File: config.mk
export PLATFORM = sky130hd
export DESIGN_NAME = border_center_pixel_stats_top
export DESIGN_NICKNAME = d
export VERILOG_FILES = /design/src/hdl/bcps_pkg.sv /design/src/hdl/border_center_pixel_stats_top.sv /design/src/hdl/bcps_cfg.sv /design/src/hdl/bcps_pos.sv /design/src/hdl/bcps_acc.sv
export VERILOG_INCLUDE_DIRS = /design/src /design/src/hdl
export SDC_FILE = /design/constraint.sdc
export NUM_CORES = 1
export LEC_CHECK = 0
export BUFFER_PORTS_ARGS = -buffer_cell sky130_fd_sc_hd__buf_2
export CAP_MARGIN = 20
export CORE_MARGIN = 2
export CORE_UTILIZATION = 50
export CTS_CLUSTER_DIAMETER = 40
export CTS_CLUSTER_SIZE = 30
export DETAILED_ROUTE_END_ITERATION = 6
export PLACE_DENSITY = 0.79
export RECOVER_POWER = 25
export REMOVE_ABC_BUFFERS = 1
export SETUP_SLACK_MARGIN = 0.4
export SYNTH_ARGS = -nofsm -noshare
export SYNTH_HDL_FRONTEND = slang
export SYNTH_SLANG_ARGS = --single-unit
File: constraint.sdc
create_clock -name clk -period 5.6 [get_ports clk]
set_clock_uncertainty 0.05 [all_clocks]
set_input_delay 1.12 -clock clk [delete_from_list [all_inputs] [get_ports clk]]
set_output_delay 1.12 -clock clk [all_outputs]
set_load 0.02 [all_outputs]
File: src/hdl/border_center_pixel_stats_top_assert.svh
// Assertion macros for the pixel statistics block.
// Both expect clk and arst_n in scope at the place of use.
`ifndef BORDER_CENTER_PIXEL_STATS_TOP_ASSERT_SVH
`define BORDER_CENTER_PIXEL_STATS_TOP_ASSERT_SVH

`ifndef ASSERT_OFF
`define BCPS_ASSERT(lbl, prop) \
	lbl: assert property (@(posedge clk) disable iff (!arst_n) prop) \
		else $error("bcps assertion failed");
`define BCPS_NEVER(lbl, expr) \
	lbl: assert property (@(posedge clk) disable iff (!arst_n) !(expr)) \
		else $error("bcps forbidden condition");
`else
`define BCPS_ASSERT(lbl, prop)
`define BCPS_NEVER(lbl, expr)
`endif

`endif

File: src/hdl/bcps_pkg.sv
package bcps_pkg;

	localparam int POS_W     = 8;
	localparam int LEVEL_W   = 10;
	localparam int CNT_W     = 16;
	localparam int CFG_IDX_W = 3;
	localparam int CFG_DATA_W = 16;

	localparam int PIXEL_BITS_DEF       = 10;
	localparam int SATURATION_LEVEL_DEF = 1023;
	localparam int OUTSIDE_LEVEL_DEF    = 1000;

	// register indexes
	localparam logic [CFG_IDX_W-1:0] REG_FRAME_SIZE    = 3'd0;
	localparam logic [CFG_IDX_W-1:0] REG_BORDER_LOW    = 3'd1;
	localparam logic [CFG_IDX_W-1:0] REG_BORDER_HIGH   = 3'd2;
	localparam logic [CFG_IDX_W-1:0] REG_LEVEL_A       = 3'd3;
	localparam logic [CFG_IDX_W-1:0] REG_LEVEL_B       = 3'd4;
	localparam logic [CFG_IDX_W-1:0] REG_CENTER_START  = 3'd5;
	localparam logic [CFG_IDX_W-1:0] REG_CENTER_END    = 3'd6;
	localparam logic [CFG_IDX_W-1:0] REG_OUTSIDE_LIMIT = 3'd7;

	// reset values
	localparam logic [POS_W-1:0]   RST_FRAME_SIZE    = 8'd216;
	localparam logic [POS_W-1:0]   RST_BORDER_LOW    = 8'd36;
	localparam logic [POS_W-1:0]   RST_BORDER_HIGH   = 8'd180;
	localparam logic [LEVEL_W-1:0] RST_LEVEL_A       = 10'd400;
	localparam logic [LEVEL_W-1:0] RST_LEVEL_B       = 10'd500;
	localparam logic [POS_W-1:0]   RST_CENTER_START  = 8'd98;
	localparam logic [POS_W-1:0]   RST_CENTER_END    = 8'd117;
	localparam logic [CNT_W-1:0]   RST_OUTSIDE_LIMIT = 16'd100;

	typedef struct packed {
		logic [POS_W-1:0]   frame_size;
		logic [POS_W-1:0]   border_low;
		logic [POS_W-1:0]   border_high;
		logic [LEVEL_W-1:0] level_a;
		logic [LEVEL_W-1:0] level_b;
		logic [POS_W-1:0]   center_start;
		logic [POS_W-1:0]   center_end;
		logic [CNT_W-1:0]   outside_limit;
	} cfg_t;

	typedef struct packed {
		logic in_border;
		logic in_center;
		logic frame_end;
	} region_t;

	function automatic logic [CNT_W-1:0] sat_inc(input logic [CNT_W-1:0] c);
		return (c == '1) ? c : c + CNT_W'(1);
	endfunction

endpackage

File: src/hdl/border_center_pixel_stats_top.sv
// Square-frame pixel statistics. Pixels stream in raster order, one per cycle
// at full rate; the block tracks row and column itself and emits one result per
// frame on its last pixel: border counts above level A and level B, the count
// of saturated pixels in the center window, and a flag set when more pixels
// outside the window reached the outside level than outside_limit. result_valid
// is registered, set when the last pixel moves from s1 into the accumulators.
// The input only stalls when a frame-end pixel reaches the accumulators while
// the previous result is still unread. Registers take effect on the next pixel
// and should be written between pixels, not while a result is outstanding.
module border_center_pixel_stats_top
	import bcps_pkg::*;
#(
	parameter int PIXEL_BITS       = PIXEL_BITS_DEF,
	parameter int SATURATION_LEVEL = SATURATION_LEVEL_DEF,
	parameter int OUTSIDE_LEVEL    = OUTSIDE_LEVEL_DEF
) (
	input  logic                  clk,
	input  logic                  arst_n,
	input  logic                  cfg_we,
	input  logic [CFG_IDX_W-1:0]  cfg_index,
	input  logic [CFG_DATA_W-1:0] cfg_data,
	input  logic                  pixel_valid,
	output logic                  pixel_ready,
	input  logic [PIXEL_BITS-1:0] pixel,
	output logic                  result_valid,
	input  logic                  result_ready,
	output logic [CNT_W-1:0]      border_count_a,
	output logic [CNT_W-1:0]      border_count_b,
	output logic [CNT_W-1:0]      center_saturated_count,
	output logic                  outside_bright_flag
);

	cfg_t                  cfg;
	logic                  advance;
	logic                  valid_s1;
	logic [PIXEL_BITS-1:0] pixel_s1;
	region_t               region_s1;

	bcps_cfg u_cfg (
		.clk       (clk),
		.arst_n    (arst_n),
		.cfg_we    (cfg_we),
		.cfg_index (cfg_index),
		.cfg_data  (cfg_data),
		.cfg       (cfg)
	);

	bcps_pos #(
		.PIXEL_BITS (PIXEL_BITS)
	) u_pos (
		.clk         (clk),
		.arst_n      (arst_n),
		.cfg         (cfg),
		.pixel       (pixel),
		.pixel_valid (pixel_valid),
		.pixel_ready (pixel_ready),
		.advance     (advance),
		.valid_s1    (valid_s1),
		.pixel_s1    (pixel_s1),
		.region_s1   (region_s1)
	);

	bcps_acc #(
		.PIXEL_BITS       (PIXEL_BITS),
		.SATURATION_LEVEL (SATURATION_LEVEL),
		.OUTSIDE_LEVEL    (OUTSIDE_LEVEL)
	) u_acc (
		.clk                    (clk),
		.arst_n                 (arst_n),
		.cfg                    (cfg),
		.valid_s1               (valid_s1),
		.pixel_s1               (pixel_s1),
		.region_s1              (region_s1),
		.advance                (advance),
		.result_valid           (result_valid),
		.result_ready           (result_ready),
		.border_count_a         (border_count_a),
		.border_count_b         (border_count_b),
		.center_saturated_count (center_saturated_count),
		.outside_bright_flag    (outside_bright_flag)
	);

`include "border_center_pixel_stats_top_assert.svh"

	// a frame end blocked by an unread result must hold off the input
	`BCPS_NEVER(a_stall_blocks_in, valid_s1 && region_s1.frame_end && result_valid && !result_ready && pixel_ready)
	// a frame-end transfer always raises the result
	`BCPS_ASSERT(a_frame_end_result, advance && region_s1.frame_end |=> result_valid)
	// ordinary pixels never wait
	`BCPS_ASSERT(a_no_idle_stall, valid_s1 && !region_s1.frame_end |-> advance)

endmodule

File: src/hdl/bcps_cfg.sv
module bcps_cfg
	import bcps_pkg::*;
(
	input  logic                  clk,
	input  logic                  arst_n,
	input  logic                  cfg_we,
	input  logic [CFG_IDX_W-1:0]  cfg_index,
	input  logic [CFG_DATA_W-1:0] cfg_data,
	output cfg_t                  cfg
);

	cfg_t cfg_q;

	always_ff @(posedge clk or negedge arst_n) begin
		if (!arst_n) begin
			cfg_q.frame_size    <= RST_FRAME_SIZE;
			cfg_q.border_low    <= RST_BORDER_LOW;
			cfg_q.border_high   <= RST_BORDER_HIGH;
			cfg_q.level_a       <= RST_LEVEL_A;
			cfg_q.level_b       <= RST_LEVEL_B;
			cfg_q.center_start  <= RST_CENTER_START;
			cfg_q.center_end    <= RST_CENTER_END;
			cfg_q.outside_limit <= RST_OUTSIDE_LIMIT;
		end else if (cfg_we) begin
			unique case (cfg_index)
				REG_FRAME_SIZE:    cfg_q.frame_size    <= cfg_data[POS_W-1:0];
				REG_BORDER_LOW:    cfg_q.border_low    <= cfg_data[POS_W-1:0];
				REG_BORDER_HIGH:   cfg_q.border_high   <= cfg_data[POS_W-1:0];
				REG_LEVEL_A:       cfg_q.level_a       <= cfg_data[LEVEL_W-1:0];
				REG_LEVEL_B:       cfg_q.level_b       <= cfg_data[LEVEL_W-1:0];
				REG_CENTER_START:  cfg_q.center_start  <= cfg_data[POS_W-1:0];
				REG_CENTER_END:    cfg_q.center_end    <= cfg_data[POS_W-1:0];
				REG_OUTSIDE_LIMIT: cfg_q.outside_limit <= cfg_data[CNT_W-1:0];
				default: ;
			endcase
		end
	end

	assign cfg = cfg_q;

endmodule

File: src/hdl/bcps_pos.sv
module bcps_pos
	import bcps_pkg::*;
#(
	parameter int PIXEL_BITS = PIXEL_BITS_DEF
) (
	input  logic                  clk,
	input  logic                  arst_n,
	input  cfg_t                  cfg,
	input  logic [PIXEL_BITS-1:0] pixel,
	input  logic                  pixel_valid,
	output logic                  pixel_ready,
	input  logic                  advance,
	output logic                  valid_s1,
	output logic [PIXEL_BITS-1:0] pixel_s1,
	output region_t               region_s1
);

	logic [POS_W-1:0] col_q, row_q;
	logic [POS_W-1:0] last;
	logic             accept;
	region_t          region;
	logic             row_end;
	logic             valid_q;

	assign last    = cfg.frame_size - POS_W'(1);
	assign row_end = col_q >= last;

	always_comb begin
		region.in_border = (col_q < cfg.border_low) || (col_q > cfg.border_high) ||
		                   (row_q < cfg.border_low) || (row_q > cfg.border_high);
		region.in_center = (row_q >= cfg.center_start) && (row_q <= cfg.center_end) &&
		                   (col_q >= cfg.center_start) && (col_q <= cfg.center_end);
		region.frame_end = row_end && (row_q >= last);
	end

	assign pixel_ready = !valid_q || advance;
	assign accept      = pixel_valid && pixel_ready;

	always_ff @(posedge clk or negedge arst_n) begin
		if (!arst_n) begin
			col_q   <= '0;
			row_q   <= '0;
			valid_q <= 1'b0;
		end else begin
			if (pixel_ready)
				valid_q <= pixel_valid;
			if (accept) begin
				if (region.frame_end) begin
					col_q <= '0;
					row_q <= '0;
				end else if (row_end) begin
					col_q <= '0;
					row_q <= row_q + POS_W'(1);
				end else begin
					col_q <= col_q + POS_W'(1);
				end
			end
		end
	end

	always_ff @(posedge clk) begin
		if (accept) begin
			pixel_s1  <= pixel;
			region_s1 <= region;
		end
	end

	assign valid_s1 = valid_q;

endmodule

File: src/hdl/bcps_acc.sv
module bcps_acc
	import bcps_pkg::*;
#(
	parameter int PIXEL_BITS       = PIXEL_BITS_DEF,
	parameter int SATURATION_LEVEL = SATURATION_LEVEL_DEF,
	parameter int OUTSIDE_LEVEL    = OUTSIDE_LEVEL_DEF
) (
	input  logic                  clk,
	input  logic                  arst_n,
	input  cfg_t                  cfg,
	input  logic                  valid_s1,
	input  logic [PIXEL_BITS-1:0] pixel_s1,
	input  region_t               region_s1,
	output logic                  advance,
	output logic                  result_valid,
	input  logic                  result_ready,
	output logic [CNT_W-1:0]      border_count_a,
	output logic [CNT_W-1:0]      border_count_b,
	output logic [CNT_W-1:0]      center_saturated_count,
	output logic                  outside_bright_flag
);

	localparam int CMP_W = (PIXEL_BITS > LEVEL_W) ? PIXEL_BITS : LEVEL_W;
	localparam logic [CMP_W-1:0] SAT_LVL = CMP_W'(SATURATION_LEVEL);
	localparam logic [CMP_W-1:0] OUT_LVL = CMP_W'(OUTSIDE_LEVEL);

	logic [CMP_W-1:0] px;
	logic [CNT_W-1:0] a_q, b_q, sat_q, out_q;
	logic [CNT_W-1:0] a_nxt, b_nxt, sat_nxt, out_nxt;
	logic             result_valid_q;

	assign px = CMP_W'(pixel_s1);

	// only a frame-end pixel needs room in the result register
	assign advance = valid_s1 &&
	                 (!region_s1.frame_end || !result_valid_q || result_ready);

	always_comb begin
		a_nxt   = a_q;
		b_nxt   = b_q;
		sat_nxt = sat_q;
		out_nxt = out_q;
		if (region_s1.in_border) begin
			if (px > CMP_W'(cfg.level_a))
				a_nxt = sat_inc(a_q);
			if (px > CMP_W'(cfg.level_b))
				b_nxt = sat_inc(b_q);
		end
		if (region_s1.in_center) begin
			if (px >= SAT_LVL)
				sat_nxt = sat_inc(sat_q);
		end else if (px >= OUT_LVL) begin
			out_nxt = sat_inc(out_q);
		end
	end

	always_ff @(posedge clk or negedge arst_n) begin
		if (!arst_n) begin
			a_q            <= '0;
			b_q            <= '0;
			sat_q          <= '0;
			out_q          <= '0;
			result_valid_q <= 1'b0;
		end else begin
			if (result_ready)
				result_valid_q <= 1'b0;
			if (advance) begin
				if (region_s1.frame_end) begin
					a_q            <= '0;
					b_q            <= '0;
					sat_q          <= '0;
					out_q          <= '0;
					result_valid_q <= 1'b1;
				end else begin
					a_q   <= a_nxt;
					b_q   <= b_nxt;
					sat_q <= sat_nxt;
					out_q <= out_nxt;
				end
			end
		end
	end

	always_ff @(posedge clk) begin
		if (advance && region_s1.frame_end) begin
			border_count_a         <= a_nxt;
			border_count_b         <= b_nxt;
			center_saturated_count <= sat_nxt;
			outside_bright_flag    <= out_nxt > cfg.outside_limit;
		end
	end

	assign result_valid = result_valid_q;

endmodule

==> impl_metrics.py <==
metrics = {
    "sta": {
        "post-route-worst-setup-slack_ns": 1.301,
        "tightest_slew_ns": 2.389,
        "max_slew_margin_pct": -59.28,
        "setup_total_negative_slack_ns": 0,
        "grt_setup_unrepaired": "no",
        "timing.final.crit_period_ns": 4.299,
        "maximum_operating_frequency_ghz": 0.2326,
        "max_slew_violations": 78,
        "final-hold-violation-count": 0,
        "setup_viols_final": 0,
        "period_share_pct": 76.78,
    },
    "clock_tree": {
        "clk_slew_on_worst_s_h_paths_ns": 0.06,
        "cts.repair_timing.setup_buffer_count": 0,
        "clock_tree.buffer_depth": 3,
        "htreeDepth": 2,
        "clk_latency_ns": 0.52,
        "post_cts_hold_buffer_count": 0,
        "cts-root-buf": "sky130_fd_sc_hd__clkbuf_16",
        "tritoncts": "done",
        "cts_inserted_buffers": 35,
        "clock_sinks": 220,
        "cts_repair_resize_count": 0,
    },
    "grt": {
        "global_route.usage.met1_pct": 29.79,
        "global_route.usage.met3_pct": 3.612,
        "antenna_violations_before_repair": 0,
        "vias_in_the_first_global_route": 10020,
        "grt_pass1_wl_um": 50790,
        "pin_count_of_the_biggest_net_entering_global_routing": 67,
        "global_route.usage.total_pct": 22.49,
        "met2_usage_pct": 37.26,
        "overflow": 0,
        "grt_busiest_layer": "met2",
    },
    "power": {
        "power_switching_uw": 2108,
        "p_comb_share_pct": 26.6,
        "internal_power_uw": 4049,
        "swShare_pct": 34.23,
        "share_clk_of_total_power_pct": 35.6,
        "static-leakage-power_uw": 0.006664,
        "p_total_uw": 6157,
        "power.sequential.fraction_pct": 37.8,
        "power-per-cell-area_mw_per_mm2": 407.4,
        "irDropWorstVdd_mv": 0.3657,
    },
    "final_layout": {
        "n_antenna_cell": 0,
        "multi_input_comb_area_mm2": 0.006771,
        "number_of_fill_cells": 2149,
        "fraction_of_final_layout_cells_sized_beyond_drive_strength_1_pct": 18.62,
        "area.sequential_mm2": 0.005853,
        "flow.area_growth_from_synthesis_pct": 14.57,
        "finalNetCount": 1531,
    },
    "synth": {
        "synth-async-reset-ratio_pct": 71.82,
        "synth_top_area_share_pct": 24.28,
        "netlist_area_pre_place_mm2": 0.01319,
        "synth.avg_cell_area_um2": 10.23,
        "synth_cell_types": 81,
        "synth.largest_area_cell": "sky130_fd_sc_hd__dfrtp_1",
        "most_common_cell_in_the_synthesized_netlist": "sky130_fd_sc_hd__dfrtp_1",
        "synth_warnings": 0,
        "synth_top_cells_by_count": "sky130_fd_sc_hd__dfrtp_1 (128), sky130_fd_sc_hd__nand2_1 (124), sky130_fd_sc_hd__ha_1 (121), sky130_fd_sc_hd__o21ai_0 (93), sky130_fd_sc_hd__inv_1 (89)",
        "yosysSeqAreaShare_pct": 44.37,
        "postSynthCellCount": 1289,
        "main_area_contributors_after_synthesis": "sky130_fd_sc_hd__dfrtp_1 (24%), sky130_fd_sc_hd__edfxtp_1 (14%), sky130_fd_sc_hd__ha_1 (11%), sky130_fd_sc_hd__dfstp_2 (6.0%), sky130_fd_sc_hd__mux2_2 (4.9%)",
        "synth-edff-count": 62,
        "synth-seq-cells": 220,
        "top_flip_flop_cell_by_instance_count_after_synthesis": "sky130_fd_sc_hd__dfrtp_1",
    },
    "setup_path": {
        "worstSetupStartpointType": "flop",
        "timing.critical_path.fanout_max": 32,
        "worst_r2r_path_depth": 9,
        "critical_path_data_required_time_ns": 5.96,
        "wp_data_arrival_ns": 4.66,
        "endpoint_kind": "flop",
        "timing.setup.critical_path_class": "reg -> reg",
    },
    "run_status": {
        "run_status": "complete, but fails checks",
        "violations_in_the_final_reports": "max-capacitance violations, max-slew violations",
    },
    "floorplan": {
        "initial_utilization_pct": 50.76,
        "pin_count": 85,
        "die_x_um": 166.4,
        "die_height_um": 166.4,
        "floorplan.rows": 59,
        "die_area_mm2": 0.02770,
        "core_area_mm2": 0.02598,
    },
    "min_path": {
        "worst_hold_path.num_cells": 1,
        "worstHoldPathType": "reg -> reg",
    },
    "placed_design": {
        "pre_cts_ws_ns": 2.161,
        "gp_routability_congestion": 0.9455,
        "dpl.hpwl_um": 21830,
        "io_buffer_count": 84,
    },
    "drt": {
        "post_drt_wl_per_cell_um": 18.02,
        "drt_pass1_iterations": 6,
        "detail-route-antenna-nets": 0,
        "drt_first_iter_violations": 885,
        "vias": 10300,
        "total_routed_length_um": 31300,
        "vias_per_cell": 5.928,
        "route.detailed.drc": 0,
    },
    "job": {
        "maxCapViolCount": 2,
    },
}
[registers in the layout, summed over array words and instances (netlist names), 8 cells and up]
name,count
u_acc.a_q,16
u_acc.b_q,16
u_acc.border_count_a,16
u_acc.border_count_b,16
u_acc.center_saturated_count,16
u_acc.out_q,16
u_acc.sat_q,16
u_cfg.cfg,76
u_pos.col_q,8
u_pos.pixel_s1,10
u_pos.row_q,8
[path summary, 6_finish.rpt]
check / start / to / slack [ns]
setup / recovery: u_pos.region_s1[0] / u_acc.sat_q[14] / 1.30
hold / removal: u_cfg.cfg[3] / u_cfg.cfg[3] / 0.45
setup reg to reg: u_pos.region_s1[0] / u_acc.sat_q[14] / 1.30
hold reg to reg: u_cfg.cfg[3] / u_cfg.cfg[3] / 0.45
max in group asynchronous: arst_n / u_acc.b_q[2] / 2.23
min in group asynchronous: arst_n / u_acc.sat_q[7] / 0.57
[cells by family (layout without fill, tap and decap cells)]
kind of cell / Yosys count / after routing / synth area share (%)
xor gates and xnor gates: 54 / 54 / 3.586
AOI/OAI and AO/OA: 287 / 287 / 14.49
buffers and inverters: 137 / 250 / 4.250
and+or+nand+nor: 394 / 394 / 15.52
adders and majority gates: 121 / 121 / 11.48
DFF: 220 / 220 / 44.37
muxes: 76 / 76 / 6.308
[stage by stage]
step                      instances  hold slack (ns)  area (µm²)  utilization, %
after detailed placement       1673           0.4438       13900           53.51
after global routing           1737           0.4673       15110           58.16
after floorplan                1242           0.4294       12970               -
final                          1737           0.4520       15110           58.16
after CTS                      1736           0.4550       15110           58.16
after global placement         1673           0.4382       13900           53.51
[cells in the final DEF, fill, tap and decap left out, drive strengths merged, types with 10 or more instances in the layout]
cell    Yosys  final
a21o       15     15
xnor2      32     32
o21ai      99     99
buf        23     88
o31ai      15     15
o21a       12     12
edfxtp     62     62
mux2i      19     19
clkinv      0     15
nand2b     18     18
inv        90     93
dfstp      30     30
nand3      42     42
and4       11     11
and3       17     17
dfrtp     128    128
nor3       25     25
ha        121    121
a21oi      53     53
mux2       57     57
xor2       22     22
nand2     124    124
o22ai      10     10
a211oi     18     18
nand4      36     36
clkbuf     24     46
nor2       68     68
[area by class of cell]
class                           instances  area share (%)
Tap cell                              335           2.774
Multi-Input combinational cell        932           44.81
Sequential cell                       220           38.73
Timing Repair Buffer                   97           3.444
Inverter                               90           2.235
Clock inverter                         26           2.161
Clock buffer                           37           5.845
[power groups by stage]
stage / Clock (µW) / Combinational [µW] / Sequential (µW)
after CTS: 2220 / 1630 / 2310
after detailed placement: 0 / 1610 / 2340
final: 2190 / 1640 / 2330
after global placement: 0 / 1520 / 2320
after floorplan: 0 / 1140 / 2280
after global routing: 2300 / 1860 / 2360
[worst max-delay path, stage by stage, from the launching register on]
cell	delay, ns
sky130_fd_sc_hd__edfxtp_1	0.33
sky130_fd_sc_hd__clkbuf_1	1.23
sky130_fd_sc_hd__inv_2	0.32
sky130_fd_sc_hd__or3_1	0.48
sky130_fd_sc_hd__and2_1	0.17
sky130_fd_sc_hd__buf_4	0.22
sky130_fd_sc_hd__nand2_1	0.42
sky130_fd_sc_hd__inv_2	0.36
sky130_fd_sc_hd__buf_4	0.33
sky130_fd_sc_hd__a311oi_2	0.27
[metal layers]
layer	part of all wire, %	up-vias
li1	-	4906
met1	43	4940
met2	47	367
met3	6.7	84
met4	3.2	0
met5	0	-
(Power assumes the default switching activity.)
